File: src/design/cocktail_shaker_sort_macros.svh
// ----------------------------------------------------------------------------
// Cocktail shaker sort assertion macros
// Shared concurrent assertion forms, clocked on clk, disabled in rst.
// ----------------------------------------------------------------------------
`ifndef COCKTAIL_SHAKER_SORT_MACROS_SVH
`define COCKTAIL_SHAKER_SORT_MACROS_SVH

// same-cycle implication
`define CKS_ASSERT_IMPLY(lbl, ante, cons, msg) \
  lbl: assert property (@(posedge clk) disable iff (rst) (ante) |-> (cons)) else $error(msg);

// next-cycle implication
`define CKS_ASSERT_NEXT(lbl, ante, cons, msg) \
  lbl: assert property (@(posedge clk) disable iff (rst) (ante) |=> (cons)) else $error(msg);

`endif

File: src/design/cks_pkg.sv
// ----------------------------------------------------------------------------
// Cocktail shaker sort package
// Sizes, entry and request types, sequencer states.
// ----------------------------------------------------------------------------
`default_nettype none

package cks_pkg;

  localparam int MAX_MEMBERS = 64;
  localparam int KEY_WIDTH   = 32;
  localparam int IDX_W       = $clog2(MAX_MEMBERS);
  localparam int CNT_W       = IDX_W + 1;
  localparam int POS_W       = 6;

  typedef struct packed {
    logic signed [KEY_WIDTH-1:0] key;
    logic [IDX_W-1:0]            pos;
  } entry_t;

  typedef struct packed {
    logic             wr_en;
    logic [IDX_W-1:0] wr_addr;
    entry_t           wr_data;
    logic             rd_en;
    logic [IDX_W-1:0] rd_addr;
  } mem_req_t;

  typedef struct packed {
    logic   valid;
    entry_t item;
    logic   last;
  } push_t;

  typedef enum logic [3:0] {
    S_LOAD,
    S_FWD_FIRST,
    S_FWD_LOAD,
    S_FWD_STEP,
    S_FWD_END,
    S_BWD_STEP,
    S_BWD_END,
    S_EMIT_READ,
    S_EMIT_PUSH
  } state_t;

endpackage

`default_nettype wire

File: src/design/cks_mem.sv
// ----------------------------------------------------------------------------
// Entry store
// One write port, one registered read port, holds key and load position.
// ----------------------------------------------------------------------------
`default_nettype none

module cks_mem (
  input  wire logic              clk,
  input  wire cks_pkg::mem_req_t req,
  output cks_pkg::entry_t        rd_data
);
  import cks_pkg::*;

  entry_t mem [MAX_MEMBERS];

  always_ff @(posedge clk) begin
    if (req.wr_en) begin
      mem[req.wr_addr] <= req.wr_data;
    end
  end

  always_ff @(posedge clk) begin
    if (req.rd_en) begin
      rd_data <= mem[req.rd_addr];
    end
  end

endmodule

`default_nettype wire

File: src/design/cks_seq.sv
// ----------------------------------------------------------------------------
// Shaker sequencer
// Loads entries, runs forward/backward passes through one comparator with a
// carried entry, then reads the sorted entries out.
// ----------------------------------------------------------------------------
`default_nettype none
`include "cocktail_shaker_sort_macros.svh"

module cks_seq (
  input  wire logic                            clk,
  input  wire logic                            rst,
  input  wire logic                            in_valid,
  output logic                                 in_ready,
  input  wire logic [cks_pkg::KEY_WIDTH-1:0]   in_key,
  input  wire logic                            in_last,
  input  wire cks_pkg::entry_t                 rd_data,
  output cks_pkg::mem_req_t                    req,
  input  wire logic                            out_free,
  output cks_pkg::push_t                       push
);
  import cks_pkg::*;

  state_t           state, state_next;
  logic [CNT_W-1:0] count, count_next;
  logic [IDX_W-1:0] idx, idx_next;
  entry_t           hold, hold_next;
  logic             swap_seen, swap_next;

  logic [IDX_W-1:0] last_idx;
  logic             accept, set_end, key_lt;
  entry_t           cmp_lo, cmp_hi;

  assign last_idx = IDX_W'(count - CNT_W'(1));
  assign accept   = in_valid && in_ready;
  assign set_end  = in_last || (count == CNT_W'(MAX_MEMBERS - 1));

  // shared compare: forward asks right < carried, backward carried < left
  always_comb begin
    if (state == S_BWD_STEP) begin
      cmp_lo = hold;
      cmp_hi = rd_data;
    end else begin
      cmp_lo = rd_data;
      cmp_hi = hold;
    end
  end
  assign key_lt = $signed(cmp_lo.key) < $signed(cmp_hi.key);

  always_ff @(posedge clk) begin
    if (rst) begin
      state     <= S_LOAD;
      count     <= '0;
      idx       <= '0;
      swap_seen <= 1'b0;
    end else begin
      state     <= state_next;
      count     <= count_next;
      idx       <= idx_next;
      swap_seen <= swap_next;
    end
  end

  always_ff @(posedge clk) begin
    hold <= hold_next;
  end

  always_comb begin
    state_next = state;
    case (state)
      S_LOAD: begin
        if (accept && set_end) begin
          state_next = (count == '0) ? S_EMIT_READ : S_FWD_FIRST;
        end
      end
      S_FWD_FIRST: state_next = S_FWD_LOAD;
      S_FWD_LOAD:  state_next = S_FWD_STEP;
      S_FWD_STEP: begin
        if (idx == last_idx) begin
          state_next = S_FWD_END;
        end
      end
      S_FWD_END:   state_next = swap_seen ? S_BWD_STEP : S_EMIT_READ;
      S_BWD_STEP: begin
        if (idx == '0) begin
          state_next = S_BWD_END;
        end
      end
      S_BWD_END:   state_next = S_FWD_STEP;
      S_EMIT_READ: state_next = S_EMIT_PUSH;
      S_EMIT_PUSH: begin
        if (out_free && (idx == last_idx)) begin
          state_next = S_LOAD;
        end
      end
      default:     state_next = S_LOAD;
    endcase
  end

  always_comb begin
    in_ready    = 1'b0;
    req         = '0;
    req.wr_data = hold;
    push        = '0;
    count_next  = count;
    idx_next    = idx;
    hold_next   = hold;
    swap_next   = swap_seen;
    case (state)
      S_LOAD: begin
        in_ready = 1'b1;
        if (accept) begin
          req.wr_en       = 1'b1;
          req.wr_addr     = count[IDX_W-1:0];
          req.wr_data.key = in_key;
          req.wr_data.pos = count[IDX_W-1:0];
          count_next      = count + CNT_W'(1);
          idx_next        = '0;
        end
      end
      S_FWD_FIRST: begin
        req.rd_en   = 1'b1;
        req.rd_addr = '0;
        swap_next   = 1'b0;
      end
      S_FWD_LOAD: begin
        hold_next   = rd_data;
        req.rd_en   = 1'b1;
        req.rd_addr = IDX_W'(1);
        idx_next    = IDX_W'(1);
      end
      S_FWD_STEP: begin
        // carried entry drifts right while it is the larger one
        req.wr_en   = 1'b1;
        req.wr_addr = idx - IDX_W'(1);
        if (key_lt) begin
          req.wr_data = rd_data;
          swap_next   = 1'b1;
        end else begin
          req.wr_data = hold;
          hold_next   = rd_data;
        end
        if (idx != last_idx) begin
          req.rd_en   = 1'b1;
          req.rd_addr = idx + IDX_W'(1);
          idx_next    = idx + IDX_W'(1);
        end
      end
      S_FWD_END: begin
        // carried entry is the largest: write it to the top slot; if the pass swapped, start backward pass with it
        req.wr_en   = 1'b1;
        req.wr_addr = last_idx;
        req.wr_data = hold;
        if (swap_seen) begin
          req.rd_en   = 1'b1;
          req.rd_addr = last_idx - IDX_W'(1);
          idx_next    = last_idx - IDX_W'(1);
        end else begin
          idx_next = '0;
        end
      end
      S_BWD_STEP: begin
        req.wr_en   = 1'b1;
        req.wr_addr = idx + IDX_W'(1);
        if (key_lt) begin
          req.wr_data = rd_data;
          swap_next   = 1'b1;
        end else begin
          req.wr_data = hold;
          hold_next   = rd_data;
        end
        if (idx != '0) begin
          req.rd_en   = 1'b1;
          req.rd_addr = idx - IDX_W'(1);
          idx_next    = idx - IDX_W'(1);
        end
      end
      S_BWD_END: begin
        req.wr_en   = 1'b1;
        req.wr_addr = '0;
        req.wr_data = hold;
        req.rd_en   = 1'b1;
        req.rd_addr = IDX_W'(1);
        idx_next    = IDX_W'(1);
        swap_next   = 1'b0;
      end
      S_EMIT_READ: begin
        req.rd_en   = 1'b1;
        req.rd_addr = idx;
      end
      S_EMIT_PUSH: begin
        if (out_free) begin
          push.valid = 1'b1;
          push.item  = rd_data;
          push.last  = (idx == last_idx);
          if (idx == last_idx) begin
            count_next = '0;
          end else begin
            req.rd_en   = 1'b1;
            req.rd_addr = idx + IDX_W'(1);
            idx_next    = idx + IDX_W'(1);
          end
        end
      end
      default: begin
        count_next = '0;
      end
    endcase
  end

  `CKS_ASSERT_IMPLY(a_no_rw_collide, req.wr_en && req.rd_en, req.wr_addr != req.rd_addr, "read and write hit the same entry")
  `CKS_ASSERT_IMPLY(a_idx_in_set, state != S_LOAD, idx < count, "index outside loaded set")
  `CKS_ASSERT_IMPLY(a_sort_has_pair, (state == S_FWD_STEP) || (state == S_BWD_STEP), count >= CNT_W'(2), "pass run on fewer than two entries")
  `CKS_ASSERT_NEXT(a_run_done, push.valid && push.last, (state == S_LOAD) && (count == '0), "loader not rearmed after final result")

endmodule

`default_nettype wire

File: src/design/cocktail_shaker_sort.sv
// Flow: after the tlast (or 64th) transaction, sets of n > 1 entries run forward
//   and backward passes until a forward pass swaps nothing, then are read out
//   while m_tready allows; one entry skips sorting.
// Throughput: one input item per cycle while loading; each pass walks one entry
//   per cycle through the shared comparator; no input is taken until readout ends.
// Reset: rst synchronous, active high; returns to loading with an empty set.
// ----------------------------------------------------------------------------
// Cocktail shaker sort
// Stream sorter: loads keys, shaker-sorts them in place, streams them out
// in ascending order with their load positions.
// ----------------------------------------------------------------------------
`default_nettype none

module cocktail_shaker_sort (
  input  wire logic                          clk,
  input  wire logic                          rst,
  input  wire logic                          s_tvalid,
  output logic                               s_tready,
  input  wire logic [cks_pkg::KEY_WIDTH-1:0] s_tdata,   // [31:0] merit_key
  input  wire logic                          s_tlast,   // last_in
  output logic                               m_tvalid,
  input  wire logic                          m_tready,
  output logic [39:0]                        m_tdata,   // [31:0] sorted_key,
                                                        // [37:32] source_position
  output logic                               m_tlast    // last_out
);
  import cks_pkg::*;

  mem_req_t req;
  entry_t   rd_data;
  push_t    push;
  logic     out_free;

  logic     out_valid;
  entry_t   out_item;
  logic     out_last;

  cks_mem u_mem (
    .clk     (clk),
    .req     (req),
    .rd_data (rd_data)
  );

  cks_seq u_seq (
    .clk      (clk),
    .rst      (rst),
    .in_valid (s_tvalid),
    .in_ready (s_tready),
    .in_key   (s_tdata),
    .in_last  (s_tlast),
    .rd_data  (rd_data),
    .req      (req),
    .out_free (out_free),
    .push     (push)
  );

  // output register; refilled in the same cycle it drains
  assign out_free = !out_valid || m_tready;

  always_ff @(posedge clk) begin
    if (rst) begin
      out_valid <= 1'b0;
    end else if (push.valid) begin
      out_valid <= 1'b1;
    end else if (m_tready) begin
      out_valid <= 1'b0;
    end
  end

  always_ff @(posedge clk) begin
    if (push.valid) begin
      out_item <= push.item;
      out_last <= push.last;
    end
  end

  assign m_tvalid = out_valid;
  assign m_tdata  = {2'b00, POS_W'(out_item.pos), 32'(out_item.key)};
  assign m_tlast  = out_last;

endmodule

`default_nettype wire

File: config.mk
export PLATFORM = sky130hd
export DESIGN_NAME = cocktail_shaker_sort
export DESIGN_NICKNAME = d
export VERILOG_FILES = /design/src/design/cks_pkg.sv /design/src/design/cks_mem.sv /design/src/design/cks_seq.sv /design/src/design/cocktail_shaker_sort.sv
export VERILOG_INCLUDE_DIRS = /design/src /design/src/design
export SDC_FILE = /design/constraint.sdc
export NUM_CORES = 2
export LEC_CHECK = 0
export BUFFER_PORTS_ARGS = -buffer_cell sky130_fd_sc_hd__buf_4
export CORE_MARGIN = 4
export CORE_UTILIZATION = 35
export CTS_BUF_LIST = sky130_fd_sc_hd__clkbuf_4 sky130_fd_sc_hd__clkbuf_8
export CTS_CLUSTER_DIAMETER = 200
export CTS_CLUSTER_SIZE = 40
export DETAILED_ROUTE_END_ITERATION = 8
export PLACE_DENSITY = 0.51
export RECOVER_POWER = 25
export REMOVE_ABC_BUFFERS = 1
export SYNTH_ARGS = -nofsm -noshare
export SYNTH_HDL_FRONTEND = slang
export SYNTH_SLANG_ARGS = --single-unit
File: constraint.sdc
create_clock -name clk -period 14.15 [get_ports clk]
set_input_delay 1.415 -clock clk [delete_from_list [all_inputs] [get_ports clk]]
set_output_delay 1.415 -clock clk [all_outputs]
set_load 0.005 [all_outputs]
==> run summary <==
RSZ-0062 raised after global routing: no
total CTS buffers: 74
Yosys reg bits: 2566
post-DP HPWL: 185000 microns
crit start category: register
power share of the sequential group: 49.6%
share of cells above drive strength 1: 6.48%
worst-margin pin slew: 4.39 ns
area of the core: 303000 sq um
DR vias/cell: 5.88
Clk network pwr share: 11.7%
max-cap violations: 49
clk_lat worst skew: 0.97 ns
post-synth top area cell: edfxtp_1
Max Slew Vio Count: 1651
Post-Route WL: 351000 microns
H-tree Lvls: 3
Power per Cell Area: 205 nW/um^2
TritonRoute pass-1 iters: 6
WL/cell: 31.0 microns
vias in the first global route: 62800
required time worst endpoint: 14.63 ns
Starting Density: 35.1%
Initial DRC Count: 9076
Synth cell types: 92
die area: 313000 sq um
first-pass GRT wire length: 492000 microns
initial antenna violation count: 13
CTS clk-pin slew, worst paths: 0.25 ns
Most used DFF post-synth: edfxtp_1
area growth from synthesis to layout: 6.10%
Root Driver: clkbuf_8
Post-CTS Resized: 0
P_sw: 9.42 mW
FILL cells: 28400
Multi-input gate area: 26800 sq um
Mapped Avg Cell Area: 14.1 sq um
mapped cell area: 106000 sq um
CP Capture Type: register
Yosys warning total: 0
Async SR Flop Fraction: 0%
largest net degree at the start of global routing: 181
Power Total: 23.2 mW
CTS Hold Bufs: 0
Bufs on Longest Clock Path: 3
Pleak: 35.8 nW
setup bufs post-CTS: 0
cells after synthesis: 7522
most frequent cells in the layout: edfxtp_1, nand3_1, nand2_1, mux2i_1, o21ai_0
failing checks: max-capacitance violations, max-slew violations
clk sink count: 2566
Buffers on Ports: 77
final setup fails: 0
Slew headroom: -192%
Tmin final: 9.49 ns
Critical Setup Path Class: register to register
Placer Congestion: 0.847
Final Util: 37.3%
Max VDD drop: 0.000215 V
final period utilization: 67.1%
grt total ovfl: 0
DIE WIDTH: 559 microns
Detail Route Antenna Nets: 0
post-synth top area share: 71.9%
Int Power: 13.7 mW
Vias: 66600
top post-synthesis cells by area: edfxtp_1, mux2i_1, nand3_1, nand2_1, o21ai_0
commonest non-fill, non-tap cell in the layout: edfxtp_1
I/O pin cnt: 80
cell row count: 202
final setup margin: 4.66 ns
register area: 76900 sq um
gr usage total: 21.5%
max frequency: 105 MHz
WP data arrival: 9.97 ns
Die Y: 559 microns
number of enable flip-flop cells after synthesis: 2547
DR DRC count: 0
part of the Yosys area used for sequential elements: 72.3%
pre-CTS setup slack: 6.36 ns
Max Clock Skew: 0.0999 ns
switching part of the total: 40.7%
Logic pwr share: 38.7%
crit path max fanout: 46
Hold Path Class: register to register
CTS tree: done
final hold violation count: 0
outcome: complete, but fails checks
Layout Nets: 7344
state kept, by name (all words and copies together), names as in the netlist:
register         cells
m_tdata             38
m_tlast              1
m_tvalid             1
u_mem.mem         2432
u_mem.rd_data       38
u_seq.count          7
u_seq.hold          38
u_seq.idx            6
u_seq.state          4
u_seq.swap_seen      1
per-stage QoR:
step / setup TNS (ns) / cell area [sq um] / std cells / hold WS [ns]
floorplan: -1559.50 / 104000 / 6939 / 0.441
finish: 0 / 113000 / 11300 / 0.565
detailed placement: 0 / 112000 / 11200 / 0.510
global placement: 0 / 112000 / 11200 / 0.520
global route: 0 / 113000 / 11300 / 0.595
CTS: 0 / 113000 / 11300 / 0.566
routing by layer:
metal / GRT usage, % / share of wire (%) / vias to the layer above
li1: - / - / 28500
met2: 34.5 / 47 / 2898
met1: 31.2 / 44 / 34900
met3: 2.61 / 7.4 / 337
met4: 5.04 / 2.5 / 0
met5: 0 / 0 / -
path summary, 6_finish.rpt:
| kind | start | cells after the start | slack, ns | endpoint |
|---|---|---|---|---|
| max reg2reg | u_seq.state[0] | 10 | 4.66 | u_mem.mem[38][5] |
| max | u_seq.state[0] | 10 | 4.66 | u_mem.mem[38][5] |
| min reg2reg | u_seq.swap_seen | 1 | 0.56 | u_seq.swap_seen |
| min | u_seq.swap_seen | 1 | 0.56 | u_seq.swap_seen |
Yosys cell counts, drive strengths merged (16+ instances only):
library cell and number:
a211oi 149, nand3 966, o2111ai 47, and2 42
clkbuf 376, buf 208, a22oi 39, nand2 755
nor4 35, or4 29, nor4b 29, nand2b 16
edfxtp 2547, maj3 23, inv 205, o211ai 89
o22ai 58, a32oi 111, a221oi 75, dfxtp 19
a31oi 22, o21ai 386, mux2i 553, nor2 148
and3 33, nor3 60, xor2 22, nor2b 25
a2111oi 75, xnor2 17, a21oi 171, a41oi 89
layout make-up:
cell class                 instances  area share (%)
antenna                           15          0.0333
clock buffer                      96            1.05
clock inverter                     7          0.0688
inverter                         205           0.682
multi-input combinational       4168            23.7
sequential                      2566            68.1
tap                             3978            4.41
timing repair buffer             283            1.89
critical path, stage by stage, from the launching register on:
cell      delay, ns
dfxtp_1        0.63
nor2_1         0.42
nand3_1        0.24
inv_1          0.34
and2_2         0.20
clkbuf_1       2.09
nand2_1        0.36
o21ai_0        0.46
o21ai_0        0.82
nor2_4         0.27
clkbuf_1       3.09
power by group through the flow:
stage | Combinational, mW | Sequential [mW] | Clock [mW]
finish | 8.96 | 11.5 | 2.72
global route | 9.49 | 11.5 | 3.02
CTS | 8.92 | 11.4 | 2.79
detailed placement | 8.91 | 11.6 | 0
global placement | 8.77 | 11.5 | 0
floorplan | 6.81 | 11.5 | 0
kinds of logic after synthesis:
kind of cell | count (synthesis) | synth area share [%]
buf+inv | 789 | 3.17
compound gates | 1370 | 8.82
other cells | 1 | 0.00353
xor+xnor | 41 | 0.365
simple gates | 2169 | 9.81
fa+ha+maj | 32 | 0.322
flops | 2566 | 72.3
mux | 554 | 5.22
No activity file was read; power rests on OpenSTA's default activity.
